File: config.mk
export PLATFORM = sky130hd
export DESIGN_NAME = char_lcd_4bit_bus_emulator_top
export DESIGN_NICKNAME = d
export VERILOG_FILES = /design/src/sv/lcdemu_pkg.sv /design/src/sv/lcdemu_ctrl.sv /design/src/sv/lcdemu_datapath.sv /design/src/sv/char_lcd_4bit_bus_emulator_top.sv
export SDC_FILE = /design/constraint.sdc
export NUM_CORES = 2
export LEC_CHECK = 0
export BUFFER_PORTS_ARGS = -buffer_cell sky130_fd_sc_hd__buf_2
export CORE_MARGIN = 1
export CORE_UTILIZATION = 50
export CTS_BUF_LIST = sky130_fd_sc_hd__clkbuf_2
export CTS_CLUSTER_DIAMETER = 80
export DETAILED_ROUTE_END_ITERATION = 6
export GPL_TIMING_DRIVEN = 0
export HOLD_SLACK_MARGIN = 0.03
export PLACE_DENSITY_LB_ADDON = 0.08
export SLEW_MARGIN = 20
export SYNTH_ARGS = -nofsm -noshare
export SYNTH_HDL_FRONTEND = slang
export SYNTH_HIERARCHICAL = 1
export SYNTH_SLANG_ARGS = --single-unit
export TNS_END_PERCENT = 50
File: constraint.sdc
create_clock -name clk -period 11.2 [get_ports clk]
set_clock_uncertainty 0.05 [all_clocks]
set_input_delay 2.24 -clock clk [delete_from_list [all_inputs] [get_ports clk]]
set_output_delay 2.24 -clock clk [all_outputs]
set_load 0.005 [all_outputs]
File: src/sv/lcdemu_pkg.sv
// Shared types and constants for the character LCD bus emulator.
// No dependencies; imported by every module of the block.
package lcdemu_pkg;

	// Input transaction payload
	typedef struct packed {
		logic       opcode;
		logic [7:0] bus_byte;
		logic [1:0] read_row;
		logic [5:0] read_col;
	} in_item_t;

	// Result transaction payload
	typedef struct packed {
		logic [7:0] read_char;
		logic       backlight_on;
		logic [5:0] column_count;
		logic [6:0] cursor_address;
	} result_t;

	// Controller states
	typedef enum logic [1:0] {
		ST_IDLE,
		ST_EXEC,
		ST_CLEAR,
		ST_DONE
	} state_t;

	// Controller to datapath commands
	typedef struct packed {
		logic load_item;
		logic exec;
		logic clr_step;
		logic load_out;
	} ctrl_cmd_t;

	// Datapath to controller status
	typedef struct packed {
		logic clear_req;
		logic clr_last;
	} dp_status_t;

	// Opcodes
	localparam logic OP_BUS  = 1'b0;
	localparam logic OP_READ = 1'b1;

	// Expander byte bit positions
	localparam int BUS_BL = 3;
	localparam int BUS_EN = 2;
	localparam int BUS_RW = 1;
	localparam int BUS_RS = 0;

	// Command bytes
	localparam logic [7:0] CMD_CLEAR    = 8'h01;
	localparam logic [7:0] CMD_HOME     = 8'h02;
	localparam logic [7:0] CMD_HOME_ALT = 8'h03;

	// Display memory layout
	localparam logic [6:0] ADDR_WRAP   = 7'h68;
	localparam logic [6:0] LINE1_END   = 7'h28;
	localparam logic [6:0] LINE2_START = 7'h40;
	localparam logic [5:0] FOLD_COL    = 6'd20;
	localparam logic [2:0] FOLD_ROWS   = 3'd4;

	localparam logic [8:0] ACC_EMPTY   = 9'h001;
	localparam logic [5:0] VIS_RESET   = 6'd20;
	localparam logic [7:0] CHAR_SPACE  = 8'h20;

	// Configuration registers
	localparam logic       REG_DISPLAY_ROWS = 1'b0;
	localparam logic       REG_MAX_COLUMNS  = 1'b1;
	localparam logic [2:0] ROWS_RESET       = 3'd4;
	localparam logic [5:0] MAXCOL_RESET     = 6'd40;

endpackage

File: src/sv/lcdemu_ctrl.sv
// Controller state machine for the LCD bus emulator.
// Depends on lcdemu_pkg; drives commands to lcdemu_datapath.
module lcdemu_ctrl (
	input  logic                    clk,
	input  logic                    arst_n,
	input  logic                    in_valid,
	output logic                    in_ready,
	output logic                    out_valid,
	input  logic                    out_ready,
	input  lcdemu_pkg::dp_status_t  status,
	output lcdemu_pkg::ctrl_cmd_t   cmd
);
	import lcdemu_pkg::*;

	state_t state_q, state_d;
	logic   out_valid_q;
	logic   out_free;

	assign out_free  = !out_valid_q || out_ready;
	assign in_ready  = (state_q == ST_IDLE);
	assign out_valid = out_valid_q;

	always_comb begin
		state_d = state_q;
		case (state_q)
			ST_IDLE:  if (in_valid) state_d = ST_EXEC;
			ST_EXEC:  state_d = status.clear_req ? ST_CLEAR : ST_DONE;
			ST_CLEAR: if (status.clr_last) state_d = ST_DONE;
			ST_DONE:  if (out_free) state_d = ST_IDLE;
			default:  state_d = ST_IDLE;
		endcase
	end

	always_comb begin
		cmd = '0;
		case (state_q)
			ST_IDLE:  cmd.load_item = in_valid;
			ST_EXEC:  cmd.exec = 1'b1;
			ST_CLEAR: cmd.clr_step = 1'b1;
			ST_DONE:  cmd.load_out = out_free;
			default:  cmd = '0;
		endcase
	end

	always_ff @(posedge clk or negedge arst_n) begin
		if (!arst_n) begin
			state_q     <= ST_IDLE;
			out_valid_q <= 1'b0;
		end else begin
			state_q <= state_d;
			if (cmd.load_out)
				out_valid_q <= 1'b1;
			else if (out_ready)
				out_valid_q <= 1'b0;
		end
	end

endmodule

File: src/sv/lcdemu_datapath.sv
// Datapath of the LCD bus emulator: nibble pairing, address handling,
// text store memory and result register. Depends on lcdemu_pkg.
module lcdemu_datapath #(
	parameter int TEXT_ROWS = 4,
	parameter int TEXT_COLS = 40
) (
	input  logic                   clk,
	input  logic                   arst_n,
	input  lcdemu_pkg::ctrl_cmd_t  cmd,
	output lcdemu_pkg::dp_status_t status,
	input  lcdemu_pkg::in_item_t   in_data,
	output lcdemu_pkg::result_t    out_data,
	input  logic [2:0]             display_rows,
	input  logic [5:0]             max_columns
);
	import lcdemu_pkg::*;

	localparam int DEPTH = TEXT_ROWS * TEXT_COLS;
	localparam int IDX_W = $clog2(DEPTH);
	localparam logic [5:0]       COLS_V = 6'(TEXT_COLS);
	localparam logic [2:0]       ROWS_V = 3'(TEXT_ROWS);
	localparam logic [IDX_W-1:0] LAST_IDX = IDX_W'(DEPTH - 1);

	in_item_t   item_q;
	result_t    out_q;
	logic       sel_q;
	logic [8:0] acc_q;
	logic [6:0] addr_q;
	logic       disp_on_q;
	logic [5:0] vis_q;
	logic [IDX_W-1:0] clr_idx_q;
	logic [DEPTH-1:0] valid_q;
	logic [7:0] mem [DEPTH];
	logic [7:0] rd_data_q;
	logic       rd_hit_q;

	logic       is_bus, rs, done_byte, data_wr, cmd_clear, rd_en, rd_in, hit, fold;
	logic [8:0] acc_base, acc_new;
	logic [7:0] byte_v;
	logic [6:0] wa;
	logic [5:0] x0, x, x_inc, n_cols;
	logic [1:0] y0, y;
	logic [IDX_W-1:0] widx, ridx, mem_waddr;
	logic [7:0] mem_wdata;
	logic       mem_we;

	// Bus byte decode and nibble pairing
	assign is_bus = cmd.exec && (item_q.opcode == OP_BUS)
		&& item_q.bus_byte[BUS_EN] && !item_q.bus_byte[BUS_RW];
	assign rs        = item_q.bus_byte[BUS_RS];
	assign acc_base  = (sel_q != rs) ? ACC_EMPTY : acc_q;
	assign acc_new   = {acc_base[4:0], item_q.bus_byte[7:4]};
	assign done_byte = acc_new[8];
	assign byte_v    = acc_new[7:0];

	// Address wrap between lines and past the top, then fold onto a 4-row layout when four rows are configured
	always_comb begin
		if (addr_q >= ADDR_WRAP)
			wa = '0;
		else if (addr_q >= LINE1_END && addr_q < LINE2_START)
			wa = LINE2_START;
		else
			wa = addr_q;
	end

	assign x0   = wa[5:0];
	assign y0   = {1'b0, wa[6]};
	assign fold = (display_rows == FOLD_ROWS) && (x0 >= FOLD_COL);
	assign x    = fold ? (x0 - FOLD_COL) : x0;
	assign y    = fold ? (y0 + 2'd2) : y0;
	assign hit  = (x < COLS_V) && ({1'b0, y} < ROWS_V);
	assign widx = IDX_W'(y) * IDX_W'(TEXT_COLS) + IDX_W'(x);
	assign x_inc  = x + 6'd1;
	assign n_cols = (x_inc > max_columns) ? max_columns : x_inc;

	assign data_wr   = is_bus && done_byte && rs && hit;
	assign cmd_clear = is_bus && done_byte && !rs && (byte_v == CMD_CLEAR);

	// Read request
	assign rd_en = cmd.exec && (item_q.opcode == OP_READ);
	assign rd_in = (item_q.read_col < COLS_V) && ({1'b0, item_q.read_row} < ROWS_V);
	assign ridx  = IDX_W'(item_q.read_row) * IDX_W'(TEXT_COLS) + IDX_W'(item_q.read_col);

	// Memory write port: data byte or clear sweep
	assign mem_we    = data_wr || cmd.clr_step;
	assign mem_waddr = cmd.clr_step ? clr_idx_q : widx;
	assign mem_wdata = cmd.clr_step ? CHAR_SPACE : byte_v;

	assign status.clear_req = cmd_clear;
	assign status.clr_last  = (clr_idx_q == LAST_IDX);
	assign out_data = out_q;

	always_ff @(posedge clk) begin
		if (mem_we)
			mem[mem_waddr] <= mem_wdata;
		if (rd_en) begin
			rd_data_q <= mem[ridx];
			rd_hit_q  <= rd_in && valid_q[ridx];
		end
	end

	always_ff @(posedge clk) begin
		if (cmd.load_item)
			item_q <= in_data;
		if (cmd.load_out) begin
			out_q.read_char      <= (item_q.opcode == OP_READ && rd_hit_q) ? rd_data_q : 8'h00;
			out_q.backlight_on   <= disp_on_q;
			out_q.column_count   <= vis_q;
			out_q.cursor_address <= addr_q;
		end
	end

	always_ff @(posedge clk or negedge arst_n) begin
		if (!arst_n) begin
			sel_q     <= 1'b0;
			acc_q     <= ACC_EMPTY;
			addr_q    <= '0;
			disp_on_q <= 1'b0;
			vis_q     <= VIS_RESET;
			clr_idx_q <= '0;
			valid_q   <= '0;
		end else begin
			if (mem_we)
				valid_q[mem_waddr] <= 1'b1;
			if (cmd.clr_step)
				clr_idx_q <= status.clr_last ? '0 : clr_idx_q + 1'b1;
			if (is_bus) begin
				disp_on_q <= item_q.bus_byte[BUS_BL];
				sel_q     <= rs;
				acc_q     <= done_byte ? ACC_EMPTY : acc_new;
				if (done_byte) begin
					if (rs) begin
						addr_q <= wa + 7'd1;
						if (x >= vis_q)
							vis_q <= n_cols;
					end else if (byte_v[7]) begin
						addr_q <= byte_v[6:0];
					end else if (byte_v == CMD_HOME || byte_v == CMD_HOME_ALT
						|| byte_v == CMD_CLEAR) begin
						addr_q <= '0;
					end
				end
			end
		end
	end

endmodule

File: src/sv/char_lcd_4bit_bus_emulator_top.sv
// Character LCD 4-bit bus emulator: top level with APB configuration registers.
// Timing: an accepted input transaction passes through the execute and deliver states
//   of the controller before its result is registered; a clear command adds a sweep
//   that writes one text cell per cycle. No new transaction is taken until the last
//   result is loaded into the result register, and delivery waits on out_ready.
// Reset: arst_n clears control state; the text store reads as zeros through
//   per-cell valid bits, so no clearing pass runs after reset.
module char_lcd_4bit_bus_emulator_top #(
	parameter int TEXT_ROWS = 4,
	parameter int TEXT_COLS = 40
) (
	input  logic                 clk,
	input  logic                 arst_n,
	// input transactions
	input  logic                 in_valid,
	output logic                 in_ready,
	input  lcdemu_pkg::in_item_t in_data,
	// result transactions
	output logic                 out_valid,
	input  logic                 out_ready,
	output lcdemu_pkg::result_t  out_data,
	// configuration port
	input  logic                 psel,
	input  logic                 penable,
	input  logic                 pwrite,
	input  logic [2:0]           paddr,
	input  logic [31:0]          pwdata,
	output logic [31:0]          prdata,
	output logic                 pready
);
	import lcdemu_pkg::*;

	logic [2:0] display_rows_q;
	logic [5:0] max_columns_q;
	logic       cfg_wr;
	ctrl_cmd_t  cmd;
	dp_status_t status;

	// Zero wait states: every access completes in its access phase
	assign pready = 1'b1;
	assign cfg_wr = psel && penable && pwrite;

	// Register select by word address; the low byte-address bits are ignored
	always_ff @(posedge clk or negedge arst_n) begin
		if (!arst_n) begin
			display_rows_q <= ROWS_RESET;
			max_columns_q  <= MAXCOL_RESET;
		end else if (cfg_wr) begin
			case (paddr[2])
				REG_DISPLAY_ROWS: display_rows_q <= pwdata[2:0];
				REG_MAX_COLUMNS:  max_columns_q  <= pwdata[5:0];
				default:          display_rows_q <= display_rows_q;
			endcase
		end
	end

	// Read back: zero-extend the selected register
	always_comb begin
		case (paddr[2])
			REG_DISPLAY_ROWS: prdata = {29'd0, display_rows_q};
			REG_MAX_COLUMNS:  prdata = {26'd0, max_columns_q};
			default:          prdata = '0;
		endcase
	end

	// Sequence each transaction: accept, execute (then sweep on clear), deliver
	lcdemu_ctrl u_ctrl (
		.clk       (clk),
		.arst_n    (arst_n),
		.in_valid  (in_valid),
		.in_ready  (in_ready),
		.out_valid (out_valid),
		.out_ready (out_ready),
		.status    (status),
		.cmd       (cmd)
	);

	// Hold decode state, text store and the result register
	lcdemu_datapath #(
		.TEXT_ROWS (TEXT_ROWS),
		.TEXT_COLS (TEXT_COLS)
	) u_datapath (
		.clk          (clk),
		.arst_n       (arst_n),
		.cmd          (cmd),
		.status       (status),
		.in_data      (in_data),
		.out_data     (out_data),
		.display_rows (display_rows_q),
		.max_columns  (max_columns_q)
	);

endmodule

==> results summary <==
The maximum level of the CTS H-tree came out at 5. The core outline area came out at 122000 µm². TritonCTS created 385 clock buffers.

The sequential share of power came out at 0.487. The global router's overall resource usage is 0.292. For hold timing, the worst endpoint is u_datapath/valid_q[52]. The reported leakage power came out at 24.9 nW.

The number of global-route vias before repair came to 36519. Setup violations remaining at the end of the flow were counted as 0. The total vias in the final route came out at 35634. The total power consumption of the routed design is 14.9 mW.

Of the synthesized area, sequential elements account for 0.727. The number of enable-type register cells in the synthesized netlist is 1328. The critical path goes through o21ai_2 -> nand2_1 -> inv_1 -> ha_1 -> a21boi_0 -> o21a_1 -> o32ai_2 -> ha_1 -> inv_1 -> fa_1 -> nor2_1 -> a21oi_1 -> nand2_1 -> clkbuf_1 -> nor2_1. The switching share of power is 0.349. The worst register-to-register path has a depth of 15.

The worst setup slack for register-to-register paths came out at 4.89 ns. Across the run, the number of max-cap violations was 0. In this run, placement finished with an instance count of 5143. The finished layout holds 5808 standard cells, fillers aside. The share of total power dissipated in the clock network is 0.237.

Ranked by total cell area, the synthesized netlist is headed by sky130_fd_sc_hd__edfxtp_1 65%, sky130_fd_sc_hd__mux4_2 11%, sky130_fd_sc_hd__dfrtp_1 7.9%. At the pin with the least slew margin, the transition time is 1.19 ns. The post-synthesis instance area came out at 61700 µm².

Of the total power, combinational logic draws 0.276. After detailed routing, the average wire length per cell comes to 31.1 µm. The area of all sequential standard cells came out at 44900 µm². The startpoint of the tightest hold check path is u_datapath/valid_q[52]. The share of the synthesized area in the top cell type came out at 0.646. On the critical path, the stage with the largest delay is an instance of sky130_fd_sc_hd__nor2_1. Buffers placed on the I/O ports in this run total 60. Post-CTS repair changed the size of 0 cells. In the finished design, the share of the clock period the worst path needs comes to 0.563. The area enclosed by the die boundary came out at 125000 µm². Buffers inserted to repair hold after CTS numbered 0. The cell type with the largest total area after synthesis is sky130_fd_sc_hd__edfxtp_1.

The hold path depth is 1. The maximum single-stage delay on the critical path is 0.88 ns. After detailed routing, the number of vias per cell comes to 6.14.

The area of the multi-input gates is 16300 µm². The first-pass detailed-route iteration total came out at 6. IR analysis of the VDD net gives a maximum drop of 0.149 mV. The residual DRC count is 0. Detailed placement ended at an HPWL of 127000 µm. The largest net degree at the start of global routing is 105. The DRC violation total after the first TritonRoute iteration is 3951. Sorting the synthesized cells by how often they occur yields 1328 x sky130_fd_sc_hd__edfxtp_1, 298 x sky130_fd_sc_hd__mux4_2, 215 x sky130_fd_sc_hd__mux2i_1. The required time at the worst-slack endpoint came out at 12.41 ns.

After synthesis, the share of flip-flops with an asynchronous set or reset is 0.131. The worst setup path is launched from a flop. The clock-pin slew of the registers on the worst-case setup and hold paths is 0.10 ns. The effective utilization at floorplan came out at 0.506.

Of the cells placed in the final design, the portion with a size suffix greater than 1 is 0.316. The number of inserted filler cells in the final layout came out at 9626. Setup repair after global routing left no endpoint under its margin. The maximum clock path buffer count is 4. The power density over cell area is 215 nW/µm².

The layout overhead on the synthesized area is 12.4%. The normalized max-slew margin is 0.205. The wire length after detailed routing is 180000 µm. Counting every instance in the synthesized netlist gives 3343. The count of standard-cell rows is 128. The switching power came out at 5.20 mW. The most used flip-flop cell after synthesis is sky130_fd_sc_hd__edfxtp_1. For this run, the number of Yosys warnings is 6. The flip-flop and latch count after synthesis came out at 1528. For this run, the post-layout net count is 3994. The first-pass GRT wire length came out at 256000 µm. The peak clock frequency supported by timing is 159 MHz. The minimum period implied by the final worst setup slack came out at 6.31 ns.

The kind of critical path is reg -> reg. The arrival time at the worst endpoint is 7.52 ns. The internal power of the cells is 9.69 mW. The total global routing overflow is 0.

In this run the critical register-to-register path is captured at u_datapath/mem[9][2]. The final count of hold timing violations came out at 0. The congestion estimate from routability-driven global placement came to 0.995. The tightest min-delay check is of the reg -> reg type. The count of final max-slew check failures was 0. The TritonCTS sink count came out at 1528. The most instantiated library cell after synthesis is sky130_fd_sc_hd__edfxtp_1. The flow ran to the end, and the final reports show no timing, DRC or antenna violations. The number of antenna-violating nets in the routed design is 0.

The insertion delay of the later-clocked pin in the worst-skew pair is 1.71 ns. The floorplan die width came out at 353 µm. 116 I/O pins were placed. The critical-path maximum fanout is 10.

The library cell used as clock root buffer is sky130_fd_sc_hd__clkbuf_2. The netlist uses 79 different library cells. The height of the chip is 353 µm. The launch point of the worst reg-to-reg path is u_datapath/addr_q[3]. The nature of the critical path endpoint is a flop. TritonCTS built the clock tree. The number of setup buffers added after CTS is 0. The number of antenna violations at the first check in global routing is 9.

Each instance of the synthesized netlist takes up on average 18.5 µm².
## through the flow
stage               utilization  hold slack, ns  instance area, µm²  setup TNS, ns  setup WS [ns]
floorplan                     -           0.371               61800              0           4.67
global placement          0.526           0.380               64100       -1221.15          -1.93
detailed placement        0.541           0.388               66100              0           4.84
CTS                       0.568           0.314               69300              0           4.78
global route              0.568           0.412               69400              0           4.54
finish                    0.568           0.402               69400              0           4.89
## how the worst max path moves through the flow
stage | startpoint | endpoint | slack [ns]
3_5_place_dp | u_datapath/addr_q[3] | u_datapath/mem[4][3] | 4.84
4_1_cts | u_datapath/addr_q[3] | u_datapath/mem[4][6] | 4.78
3_3_place_gp | u_ctrl/state_q[0] | u_datapath/mem[132][2] | -1.93
5_1_grt | u_datapath/addr_q[3] | u_datapath/mem[131][3] | 4.54
2_1_floorplan | u_ctrl/state_q[0] | u_datapath/mem[0][2] | 4.67
6_report | u_datapath/addr_q[3] | u_datapath/mem[9][2] | 4.89
## placed cells by master, fill, tap and decap left out, types with 83 or more instances in the layout
cell type	synthesis	layout
sky130_fd_sc_hd__mux4_2	298	298
sky130_fd_sc_hd__clkbuf_2	0	565
sky130_fd_sc_hd__mux2i_1	215	215
sky130_fd_sc_hd__clkbuf_1	106	83
sky130_fd_sc_hd__clkinv_1	1	89
sky130_fd_sc_hd__a21o_1	94	94
sky130_fd_sc_hd__nor2_1	136	130
sky130_fd_sc_hd__nand2_1	95	94
sky130_fd_sc_hd__dfrtp_1	194	194
sky130_fd_sc_hd__buf_2	52	139
sky130_fd_sc_hd__edfxtp_1	1328	1328
## per-layer routing
metal,up-vias,track usage,share of wire
li1,14877,-,-
met1,18592,0.379,0.39
met2,1815,0.462,0.48
met3,346,0.0740,0.088
met4,4,0.139,0.042
met5,-,0,0.000067
## logic make-up after synthesis
group	after synthesis	share of synthesized area
AND/OR/NAND/NOR	467	0.0373
buffers and inverters	267	0.0204
flip-flops	1528	0.727
other	2	0.000122
adder cells (fa/ha/maj)	30	0.00633
multiplexers	532	0.147
XOR/XNOR	18	0.00256
AO/OA/AOI/OAI	499	0.0586
## flip-flops by register name, indices dropped and copies added (netlist names), 7 cells and up
signal	count
u_datapath/clr_idx_q	8
u_datapath/valid_q	160
u_datapath/rd_data_q	8
u_datapath/out_data	22
u_datapath/addr_q	7
u_datapath/item_q	13
u_datapath/mem	1280
## power groups by stage
stage	Clock, mW	Combinational [mW]	Sequential [mW]
floorplan	0	1.92	7.47
global placement	0	3.45	7.72
detailed placement	0	4.02	7.38
CTS	3.63	4.04	7.25
global route	3.93	4.24	7.28
finish	3.53	4.11	7.26
## layout make-up
class                           instances  share of cell area
Clock inverter                        114             0.00732
Timing Repair Buffer                  150              0.0240
Antenna cell                            9            0.000325
Sequential cell                      1528               0.647
Multi-Input combinational cell       1573               0.234
Inverter                               32             0.00173
Buffer                                235              0.0169
Clock buffer                          542              0.0391
Tap cell                             1625              0.0293
## critical path, delay by kind of cell (launching register included)
kind | cells | cell delay (ns)
AO/OA/AOI/OAI | 5 | 1.85
buffers and inverters | 3 | 0.76
AND/OR/NAND/NOR | 4 | 1.74
adder cells (fa/ha/maj) | 3 | 0.94
flip-flops | 1 | 0.51
No activity file was read; power rests on OpenSTA's default activity.
